--- src/hw/rtl/ufs_pkg.sv ---
package ufs_pkg;

    localparam int unsigned BYTE_W      = 8;
    localparam int unsigned MAX_RESULTS = 4;
    localparam int unsigned CNT_W       = $clog2(MAX_RESULTS + 1);
    localparam int unsigned IDX_W       = $clog2(MAX_RESULTS);
    localparam int unsigned CP_W        = 21;
    localparam int unsigned HELD_DEPTH  = 3;
    localparam int unsigned HELD_IDX_W  = 2;
    localparam int unsigned LEN_W       = 3;

    localparam logic [BYTE_W-1:0] REPLACE_RESET = 8'h20;

    // sequence lengths held in the length register
    localparam logic [LEN_W-1:0] LEN_NONE  = 3'd0;
    localparam logic [LEN_W-1:0] LEN_TWO   = 3'd2;
    localparam logic [LEN_W-1:0] LEN_THREE = 3'd3;
    localparam logic [LEN_W-1:0] LEN_FOUR  = 3'd4;

    // byte class masks and patterns
    localparam logic [BYTE_W-1:0] CONT_MASK  = 8'hC0;
    localparam logic [BYTE_W-1:0] CONT_PAT   = 8'h80;
    localparam logic [BYTE_W-1:0] ASCII_MASK = 8'h80;
    localparam logic [BYTE_W-1:0] LEAD2_MASK = 8'hE0;
    localparam logic [BYTE_W-1:0] LEAD2_PAT  = 8'hC0;
    localparam logic [BYTE_W-1:0] LEAD3_MASK = 8'hF0;
    localparam logic [BYTE_W-1:0] LEAD3_PAT  = 8'hE0;
    localparam logic [BYTE_W-1:0] LEAD4_MASK = 8'hF8;
    localparam logic [BYTE_W-1:0] LEAD4_PAT  = 8'hF0;

    // filtered code point ranges, upper bounds exclusive
    localparam logic [CP_W-1:0] EMOJI_LO = 21'h1F000;
    localparam logic [CP_W-1:0] EMOJI_HI = 21'h1FFFF;
    localparam logic [CP_W-1:0] DINGB_LO = 21'h02700;
    localparam logic [CP_W-1:0] DINGB_HI = 21'h027BF;
    localparam logic [CP_W-1:0] TECH_LO  = 21'h02300;
    localparam logic [CP_W-1:0] TECH_HI  = 21'h024FF;

    typedef logic [BYTE_W-1:0] byte_t;

    // all results caused by one input item
    typedef struct packed {
        logic [MAX_RESULTS-1:0][BYTE_W-1:0] bytes;
        logic [CNT_W-1:0]                   count;
        logic                               text_end;
    } ufs_burst_t;

    function automatic logic ufs_is_filtered(input logic [CP_W-1:0] cp);
        return (cp >= EMOJI_LO && cp < EMOJI_HI) ||
               (cp >= DINGB_LO && cp < DINGB_HI) ||
               (cp >= TECH_LO  && cp < TECH_HI);
    endfunction

endpackage

--- src/hw/rtl/ufs_in_if.sv ---
interface ufs_in_if;
    logic       valid;
    logic       ready;
    logic [7:0] data_byte;
    logic       end_of_text;

    modport source (output valid, output data_byte, output end_of_text, input ready);
    modport sink   (input valid, input data_byte, input end_of_text, output ready);
endinterface

--- src/hw/rtl/ufs_out_if.sv ---
interface ufs_out_if;
    logic       valid;
    logic       ready;
    logic [7:0] out_byte;
    logic       byte_valid;
    logic       run_last;
    logic       text_end;

    modport source (output valid, output out_byte, output byte_valid, output run_last,
                    output text_end, input ready);
    modport sink   (input valid, input out_byte, input byte_valid, input run_last,
                    input text_end, output ready);
endinterface

--- src/hw/rtl/ufs_cfg_if.sv ---
interface ufs_cfg_if;
    logic       valid;
    logic       ready;
    logic [7:0] replacement_byte;

    modport source (output valid, output replacement_byte, input ready);
    modport sink   (input valid, input replacement_byte, output ready);
endinterface

--- src/hw/rtl/ufs_decoder.sv ---
module ufs_decoder (
    input  logic              clk,
    input  logic              rst_n,
    ufs_in_if.sink            in_ch,
    input  ufs_pkg::byte_t    replace_byte,
    input  logic              take,
    output logic              push,
    output ufs_pkg::ufs_burst_t burst
);
    import ufs_pkg::*;

    logic                  in_valid_reg;
    byte_t                 in_byte_reg;
    logic                  in_eot_reg;
    logic                  advance;

    byte_t                 pend_reg  [HELD_DEPTH];
    byte_t                 pend_next [HELD_DEPTH];
    logic [LEN_W-1:0]      seq_reg, seq_next;
    logic [HELD_IDX_W-1:0] br_reg, br_next;
    logic [CP_W-1:0]       acc_reg, acc_next;

    logic [CP_W-1:0]       acc_shift;
    logic [LEN_W-1:0]      br_plus;
    logic                  is_cont;
    logic                  start_new;
    byte_t                 b;

    assign advance     = in_valid_reg && take;
    assign in_ch.ready = !in_valid_reg || take;
    assign push        = advance && (burst.count != '0);

    assign b         = in_byte_reg;
    assign acc_shift = {acc_reg[CP_W-7:0], b[5:0]};
    assign br_plus   = {1'b0, br_reg} + 3'd1;
    assign is_cont   = (b & CONT_MASK) == CONT_PAT;

    always_comb
    begin
        seq_next  = seq_reg;
        br_next   = br_reg;
        acc_next  = acc_reg;
        pend_next = pend_reg;
        burst     = '0;
        start_new = 1'b0;

        if (in_eot_reg)
        begin
            seq_next       = LEN_NONE;
            br_next        = '0;
            acc_next       = '0;
            burst.count    = CNT_W'(1);
            burst.text_end = 1'b1;
        end
        else
        begin
            start_new = 1'b1;
            if (seq_reg != LEN_NONE)
            begin
                // any non-continuation byte aborts the pending sequence
                seq_next = LEN_NONE;
                br_next  = '0;
                acc_next = '0;
                if (is_cont)
                begin
                    start_new = 1'b0;
                    if (br_plus >= seq_reg)
                    begin
                        if (ufs_is_filtered(acc_shift))
                        begin
                            burst.bytes[0] = replace_byte;
                            burst.count    = CNT_W'(1);
                        end
                        else
                        begin
                            // held bytes first, then this byte; slots past count unused
                            for (int i = 0; i < HELD_DEPTH; i++)
                            begin
                                if (HELD_IDX_W'(i) == br_reg)
                                    burst.bytes[i] = b;
                                else
                                    burst.bytes[i] = pend_reg[i];
                            end
                            burst.bytes[MAX_RESULTS-1] = b;
                            burst.count = CNT_W'(br_plus);
                        end
                    end
                    else if (br_reg != HELD_IDX_W'(HELD_DEPTH))
                    begin
                        pend_next[br_reg] = b;
                        seq_next          = seq_reg;
                        br_next           = br_reg + 1'b1;
                        acc_next          = acc_shift;
                    end
                end
            end

            if (start_new)
            begin
                if ((b & ASCII_MASK) == '0)
                begin
                    burst.bytes[0] = b;
                    burst.count    = CNT_W'(1);
                end
                else if ((b & LEAD2_MASK) == LEAD2_PAT)
                begin
                    pend_next[0] = b;
                    seq_next     = LEN_TWO;
                    br_next      = HELD_IDX_W'(1);
                    acc_next     = CP_W'(b[4:0]);
                end
                else if ((b & LEAD3_MASK) == LEAD3_PAT)
                begin
                    pend_next[0] = b;
                    seq_next     = LEN_THREE;
                    br_next      = HELD_IDX_W'(1);
                    acc_next     = CP_W'(b[3:0]);
                end
                else if ((b & LEAD4_MASK) == LEAD4_PAT)
                begin
                    pend_next[0] = b;
                    seq_next     = LEN_FOUR;
                    br_next      = HELD_IDX_W'(1);
                    acc_next     = CP_W'(b[2:0]);
                end
            end
        end
    end

    always_ff @(posedge clk or negedge rst_n)
    begin
        if (!rst_n)
        begin
            in_valid_reg <= 1'b0;
            seq_reg      <= LEN_NONE;
            br_reg       <= '0;
            acc_reg      <= '0;
        end
        else
        begin
            if (in_ch.valid && in_ch.ready)
                in_valid_reg <= 1'b1;
            else if (advance)
                in_valid_reg <= 1'b0;
            if (advance)
            begin
                seq_reg <= seq_next;
                br_reg  <= br_next;
                acc_reg <= acc_next;
            end
        end
    end

    always_ff @(posedge clk)
    begin
        if (in_ch.valid && in_ch.ready)
        begin
            in_byte_reg <= in_ch.data_byte;
            in_eot_reg  <= in_ch.end_of_text;
        end
        if (advance)
            pend_reg <= pend_next;
    end

endmodule

--- src/hw/rtl/ufs_serializer.sv ---
module ufs_serializer (
    input  logic                clk,
    input  logic                rst_n,
    input  logic                push,
    input  ufs_pkg::ufs_burst_t burst,
    output logic                take,
    ufs_out_if.source           out_ch
);
    import ufs_pkg::*;

    logic                              valid_reg;
    logic [MAX_RESULTS-1:0][BYTE_W-1:0] bytes_reg;
    logic [CNT_W-1:0]                  cnt_reg;
    logic [IDX_W-1:0]                  idx_reg;
    logic                              end_reg;
    logic                              last;

    assign last = idx_reg == IDX_W'(cnt_reg - CNT_W'(1));
    assign take = !valid_reg || (out_ch.ready && last);

    assign out_ch.valid      = valid_reg;
    assign out_ch.out_byte   = end_reg ? '0 : bytes_reg[idx_reg];
    assign out_ch.byte_valid = !end_reg;
    assign out_ch.run_last   = last;
    assign out_ch.text_end   = end_reg;

    always_ff @(posedge clk or negedge rst_n)
    begin
        if (!rst_n)
        begin
            valid_reg <= 1'b0;
            idx_reg   <= '0;
        end
        else if (push)
        begin
            valid_reg <= 1'b1;
            idx_reg   <= '0;
        end
        else if (valid_reg && out_ch.ready)
        begin
            if (last)
                valid_reg <= 1'b0;
            else
                idx_reg <= idx_reg + 1'b1;
        end
    end

    always_ff @(posedge clk)
    begin
        if (push)
        begin
            bytes_reg <= burst.bytes;
            cnt_reg   <= burst.count;
            end_reg   <= burst.text_end;
        end
    end

endmodule

--- src/hw/rtl/utf8_emoji_strip_filter_top.sv ---
// utf8 text filter that strips emoji and symbol code points
// in_ch  : one item per text byte (data_byte) or an end marker (end_of_text set)
// out_ch : result items, the original bytes of each finished code point, or the
//          replacement byte when the code point falls in an emoji/symbol range;
//          run_last flags the last result of an input item, text_end the end marker
// cfg_ch : writes the replacement byte, taken in any cycle (ready held high)
// path: an accepted item waits in the input register until the result register takes
//          it, is decoded into the result register and its results go out on out_ch
// throughput: 1 item per cycle while out_ch is ready and each item yields at most one
//          result; an item finishing a multibyte sequence yields up to 4 results, sent
//          one per cycle from the result register; the input waits until the last one leaves
// reset clears the pending sequence and sets the replacement byte to a space
// when the receiver stalls the result register holds, one more item waits in the
// input register, then in_ch.ready drops
module utf8_emoji_strip_filter_top (
    input  logic      clk,
    input  logic      rst_n,
    ufs_in_if.sink    in_ch,
    ufs_out_if.source out_ch,
    ufs_cfg_if.sink   cfg_ch
);
    import ufs_pkg::*;

    // replacement byte register
    byte_t      replace_reg;

    // handshake between decode and result stages
    logic       take;
    logic       push;
    ufs_burst_t burst;

    assign cfg_ch.ready = 1'b1;

    always_ff @(posedge clk or negedge rst_n)
    begin
        if (!rst_n)
            replace_reg <= REPLACE_RESET;
        else if (cfg_ch.valid && cfg_ch.ready)
            replace_reg <= cfg_ch.replacement_byte;
    end

    // input register, sequence state and per-item decode
    ufs_decoder u_decoder (
        .clk          (clk),
        .rst_n        (rst_n),
        .in_ch        (in_ch),
        .replace_byte (replace_reg),
        .take         (take),
        .push         (push),
        .burst        (burst)
    );

    // result register, sends one result per cycle while out_ch is ready
    ufs_serializer u_serializer (
        .clk    (clk),
        .rst_n  (rst_n),
        .push   (push),
        .burst  (burst),
        .take   (take),
        .out_ch (out_ch)
    );

endmodule

--- src/flat_wrapper.sv ---
// flat-port wrapper written by rule: the top's interface ports become plain ports
module utf8_emoji_strip_filter_top_flat import ufs_pkg::*;
  (clk, rst_n, in_ch_valid, in_ch_data_byte, in_ch_end_of_text, in_ch_ready, out_ch_valid, out_ch_out_byte, out_ch_byte_valid, out_ch_run_last, out_ch_text_end, out_ch_ready, cfg_ch_valid, cfg_ch_replacement_byte, cfg_ch_ready);
  ufs_in_if in_ch_i ();
  ufs_out_if out_ch_i ();
  ufs_cfg_if cfg_ch_i ();
  input  logic clk;
  input  logic rst_n;
  input wire logic [$bits(in_ch_i.valid)-1:0] in_ch_valid;
  input wire logic [$bits(in_ch_i.data_byte)-1:0] in_ch_data_byte;
  input wire logic [$bits(in_ch_i.end_of_text)-1:0] in_ch_end_of_text;
  output wire logic [$bits(in_ch_i.ready)-1:0] in_ch_ready;
  output wire logic [$bits(out_ch_i.valid)-1:0] out_ch_valid;
  output wire logic [$bits(out_ch_i.out_byte)-1:0] out_ch_out_byte;
  output wire logic [$bits(out_ch_i.byte_valid)-1:0] out_ch_byte_valid;
  output wire logic [$bits(out_ch_i.run_last)-1:0] out_ch_run_last;
  output wire logic [$bits(out_ch_i.text_end)-1:0] out_ch_text_end;
  input wire logic [$bits(out_ch_i.ready)-1:0] out_ch_ready;
  input wire logic [$bits(cfg_ch_i.valid)-1:0] cfg_ch_valid;
  input wire logic [$bits(cfg_ch_i.replacement_byte)-1:0] cfg_ch_replacement_byte;
  output wire logic [$bits(cfg_ch_i.ready)-1:0] cfg_ch_ready;
  assign in_ch_i.valid = in_ch_valid;
  assign in_ch_i.data_byte = in_ch_data_byte;
  assign in_ch_i.end_of_text = in_ch_end_of_text;
  assign in_ch_ready = in_ch_i.ready;
  assign out_ch_valid = out_ch_i.valid;
  assign out_ch_out_byte = out_ch_i.out_byte;
  assign out_ch_byte_valid = out_ch_i.byte_valid;
  assign out_ch_run_last = out_ch_i.run_last;
  assign out_ch_text_end = out_ch_i.text_end;
  assign out_ch_i.ready = out_ch_ready;
  assign cfg_ch_i.valid = cfg_ch_valid;
  assign cfg_ch_i.replacement_byte = cfg_ch_replacement_byte;
  assign cfg_ch_ready = cfg_ch_i.ready;
  utf8_emoji_strip_filter_top u_core (.clk(clk), .rst_n(rst_n), .in_ch(in_ch_i), .out_ch(out_ch_i), .cfg_ch(cfg_ch_i));
endmodule
--- config.mk ---
export PLATFORM = sky130hd
export DESIGN_NAME = utf8_emoji_strip_filter_top_flat
export DESIGN_NICKNAME = d
export VERILOG_FILES = /design/src/hw/rtl/ufs_pkg.sv /design/src/hw/rtl/ufs_in_if.sv /design/src/hw/rtl/ufs_out_if.sv /design/src/hw/rtl/ufs_cfg_if.sv /design/src/hw/rtl/ufs_decoder.sv /design/src/hw/rtl/ufs_serializer.sv /design/src/hw/rtl/utf8_emoji_strip_filter_top.sv /design/src/flat_wrapper.sv
export SDC_FILE = /design/constraint.sdc
export NUM_CORES = 1
export LEC_CHECK = 0
export ABC_AREA = 1
export BUFFER_PORTS_ARGS = -buffer_cell sky130_fd_sc_hd__buf_4
export CAP_MARGIN = 20
export CORE_ASPECT_RATIO = 1.4
export CORE_MARGIN = 5
export CORE_UTILIZATION = 45
export CTS_CLUSTER_DIAMETER = 30
export DETAILED_ROUTE_END_ITERATION = 8
export PLACE_DENSITY = 0.66
export SLEW_MARGIN = 15
export SYNTH_ARGS = -nofsm -noshare
export SYNTH_HDL_FRONTEND = slang
export SYNTH_SLANG_ARGS = --single-unit
--- constraint.sdc ---
create_clock -name clk -period 6.8 [get_ports clk]
set_input_delay 0.34 -clock clk [delete_from_list [all_inputs] [get_ports clk]]
set_output_delay 0.34 -clock clk [all_outputs]
set_load 0.05 [all_outputs]
==> results.json <==
{
  "outcome": "finished, final reports clean",
  "place_ws_ns": 3.288,
  "hold-worst-slack_ns": 0.1680,
  "syn_inst": 562,
  "first_pass_iters": 5,
  "fin_ws_ns": 3.207,
  "largest_reg_flops": 32,
  "hold_violations": 0,
  "cpPeakStageDelay_ns": 0.81,
  "crit_buf_inv": 2,
  "layout_common_cells": "nand2_1, nor2_1, o21ai_0",
  "finalCritPeriodShare_pct": 52.84,
  "start_kind": "register",
  "relSlewSlack_pct": 29.72,
  "vias": 3936,
  "grt_pass1_vias": 3900,
  "area_delta_synth_final_pct": 12.73,
  "ant_nets": 0,
  "io_buffers": 34,
  "critPathMaxFanout": 24,
  "die_w_um": 99.54,
  "place_congestion": 0.9372,
  "viasPerCell": 5.370,
  "drc": 0,
  "cp_data_required_time_ns": 6.77,
  "synth_nets": 592,
  "worst_slew_pin_slew_ns": 1.049,
  "postCtsResizedCells": 0,
  "yosys.area.top_type": "edfxtp_1",
  "io_pins": 36,
  "synth_area_mm2": 0.005051,
  "setup_viol": 0,
  "h-tree-depth": 3,
  "clk_latency_ns": 0.34,
  "yosysWarnings": 0,
  "crit_arrival_ns": 3.56,
  "synth_top_area_share_pct": 40.43,
  "maxCapViolCount": 0,
  "overflow": 0,
  "dp.cells": 716,
  "synth_enable_flop_cells": 68,
  "power_density_mw_per_mm2": 395.7,
  "wl_per_cell_um": 16.89,
  "grt_setup_unrepaired": "false",
  "synthArstFlopShare_pct": 32.00,
  "die-area_mm2": 0.01347,
  "clockBufferDepth": 2,
  "grt_max_degree": 36,
  "fmax_mhz": 278.3,
  "post_cts_buffers": 0,
  "ys_seq_elements": 100,
  "grt_usage_pct": 19.38,
  "initial_utilization_pct": 46.24,
  "end_kind": "register",
  "synth_cell_types": 39,
  "cts.sinks": 100,
  "finalCriticalPeriod_ns": 3.593,
  "path_class": "reg -> reg",
  "leakagePower_uw": 0.002356,
  "final_layout_size_suffix_gt1_share_pct": 12.33,
  "cp_cell_sequence": "inv_1 > ha_1 > ha_1 > nand3b_1 > nand3_1 > nor2_2 > inv_2 > nor2_2",
  "fin_skew_ns": 0.007785,
  "dp_hpwl_um": 9093,
  "n_antenna_cell": 0,
  "crit_family": "simple AND/OR/NAND/NOR gates",
  "fp.coreArea_mm2": 0.01092,
  "cts_tree": "yes",
  "stdcell_count": 733,
  "layout_commonest_cell": "nand2_1",
  "ir_drop_mv": 0.1994,
  "drv_slew": 0,
  "hold_class": "in -> reg",
  "die_h_um": 135.4,
  "syn_area_per_cell_um2": 8.988,
  "synth_area_leaders": "edfxtp_1, dfrtp_1, nand2_1",
  "yosysSeqAreaShare_pct": 56.30,
  "holdCritStartpoint": "in_ch_data_byte[5]",
  "slowest_stage": "nor2_2",
  "nNetsFinal": 617,
  "cts_root_buf": "clkbuf_16",
  "r2r_start": "u_core.u_decoder.br_reg[0]",
  "wirelength_um": 12380,
  "cts_buffers": 9,
  "final_util_pct": 52.13,
  "antenna_found_initial": 0,
  "grt_pass1_wl_um": 20070,
  "ys.flop_type": "edfxtp_1",
  "rows": 45,
  "finalSetupTns_ns": 0,
  "crit_start": "u_core.u_decoder.br_reg[0]",
  "drt_iter0_drc": 167,
  "clk_pin_slew_worst_paths_ns": 0.07
}
-- power breakdown --
part / internal, uW / switching (uW) / total [uW]
registers: 813 / 108 / 921
clock network: 325 / 221 / 546
logic: 213 / 574 / 787
-- area by class of cell --
type	count	area, um^2
clock inverter	5	85.08
fill	1025	5229
timing repair buffer	36	272.8
inverter	71	269.0
sequential	100	2844
clock buffer	11	232.7
tap	141	176.4
multi-input combinational	369	1814
-- per-stage QoR --
stage | power, uW | instance area, um^2
2_1_floorplan | 1475 | 5051
3_3_place_gp | 1701 | 5366
3_5_place_dp | 1716 | 5366
4_1_cts | 2267 | 5694
5_1_grt | 2379 | 5694
6_report | 2253 | 5694
-- Yosys cell counts (2+ instances only) --
cell type and instances:
nand2_1 110, nor2_1 78, o21ai_0 70, edfxtp_1 68, inv_1 67, dfrtp_1 31, a21oi_1 30, nand3_1 21
clkbuf_1 12, a22oi_1 10, ha_1 8, o21ai_2 7, o22ai_1 6, buf_4 4, buf_2 3, buf_6 3
nand2_2 3, nor3_1 3, o22ai_2 3, conb_1 2, inv_2 2, nand4_1 2, nor2_2 2, o2111ai_1 2
-- final timing paths --
path | slack (ns) | to | cells past startpoint
max reg2reg | 3.21 | u_core.u_decoder.pend_reg[5] | 8
max | 3.21 | u_core.u_decoder.pend_reg[5] | 8
min reg2reg | 0.51 | u_core.replace_reg[5] | 2
min | 0.17 | u_core.u_decoder.b[5] | 1
min in group asynchronous | 0.49 | u_core.replace_reg[0] | 2
max in group asynchronous | 5.98 | u_core.replace_reg[5] | 2
-- repair_timing --
| item | 4_1_cts | 5_1_grt |
|---|---|---|
| hold buffers | 1 | 0 |
| hold endpoints to repair | 31 | 0 |
| setup endpoints to repair | 0 | 0 |
-- metal layers --
layer	part of all wire, %	vias to the layer above	global-route usage [%]
met3	4.1	32	2.988
met1	40	1866	23.61
met4	4.5	0	10.48
li1	-	1920	-
met2	51	118	32.77
met5	0	-	0
-- cells by family after synthesis --
| logic type | Yosys count | synth area share (%) |
|---|---|---|
| AO/OA/AOI/OAI | 129 | 14.54 |
| XOR/XNOR | 2 | 0.3469 |
| adder cells (fa/ha/maj) | 8 | 1.982 |
| buffers and inverters | 93 | 7.778 |
| flip-flops | 100 | 56.30 |
| multiplexers | 1 | 0.2229 |
| other | 2 | 0.1487 |
| AND/OR/NAND/NOR | 227 | 18.68 |
Power figures use the tool's default switching activity.
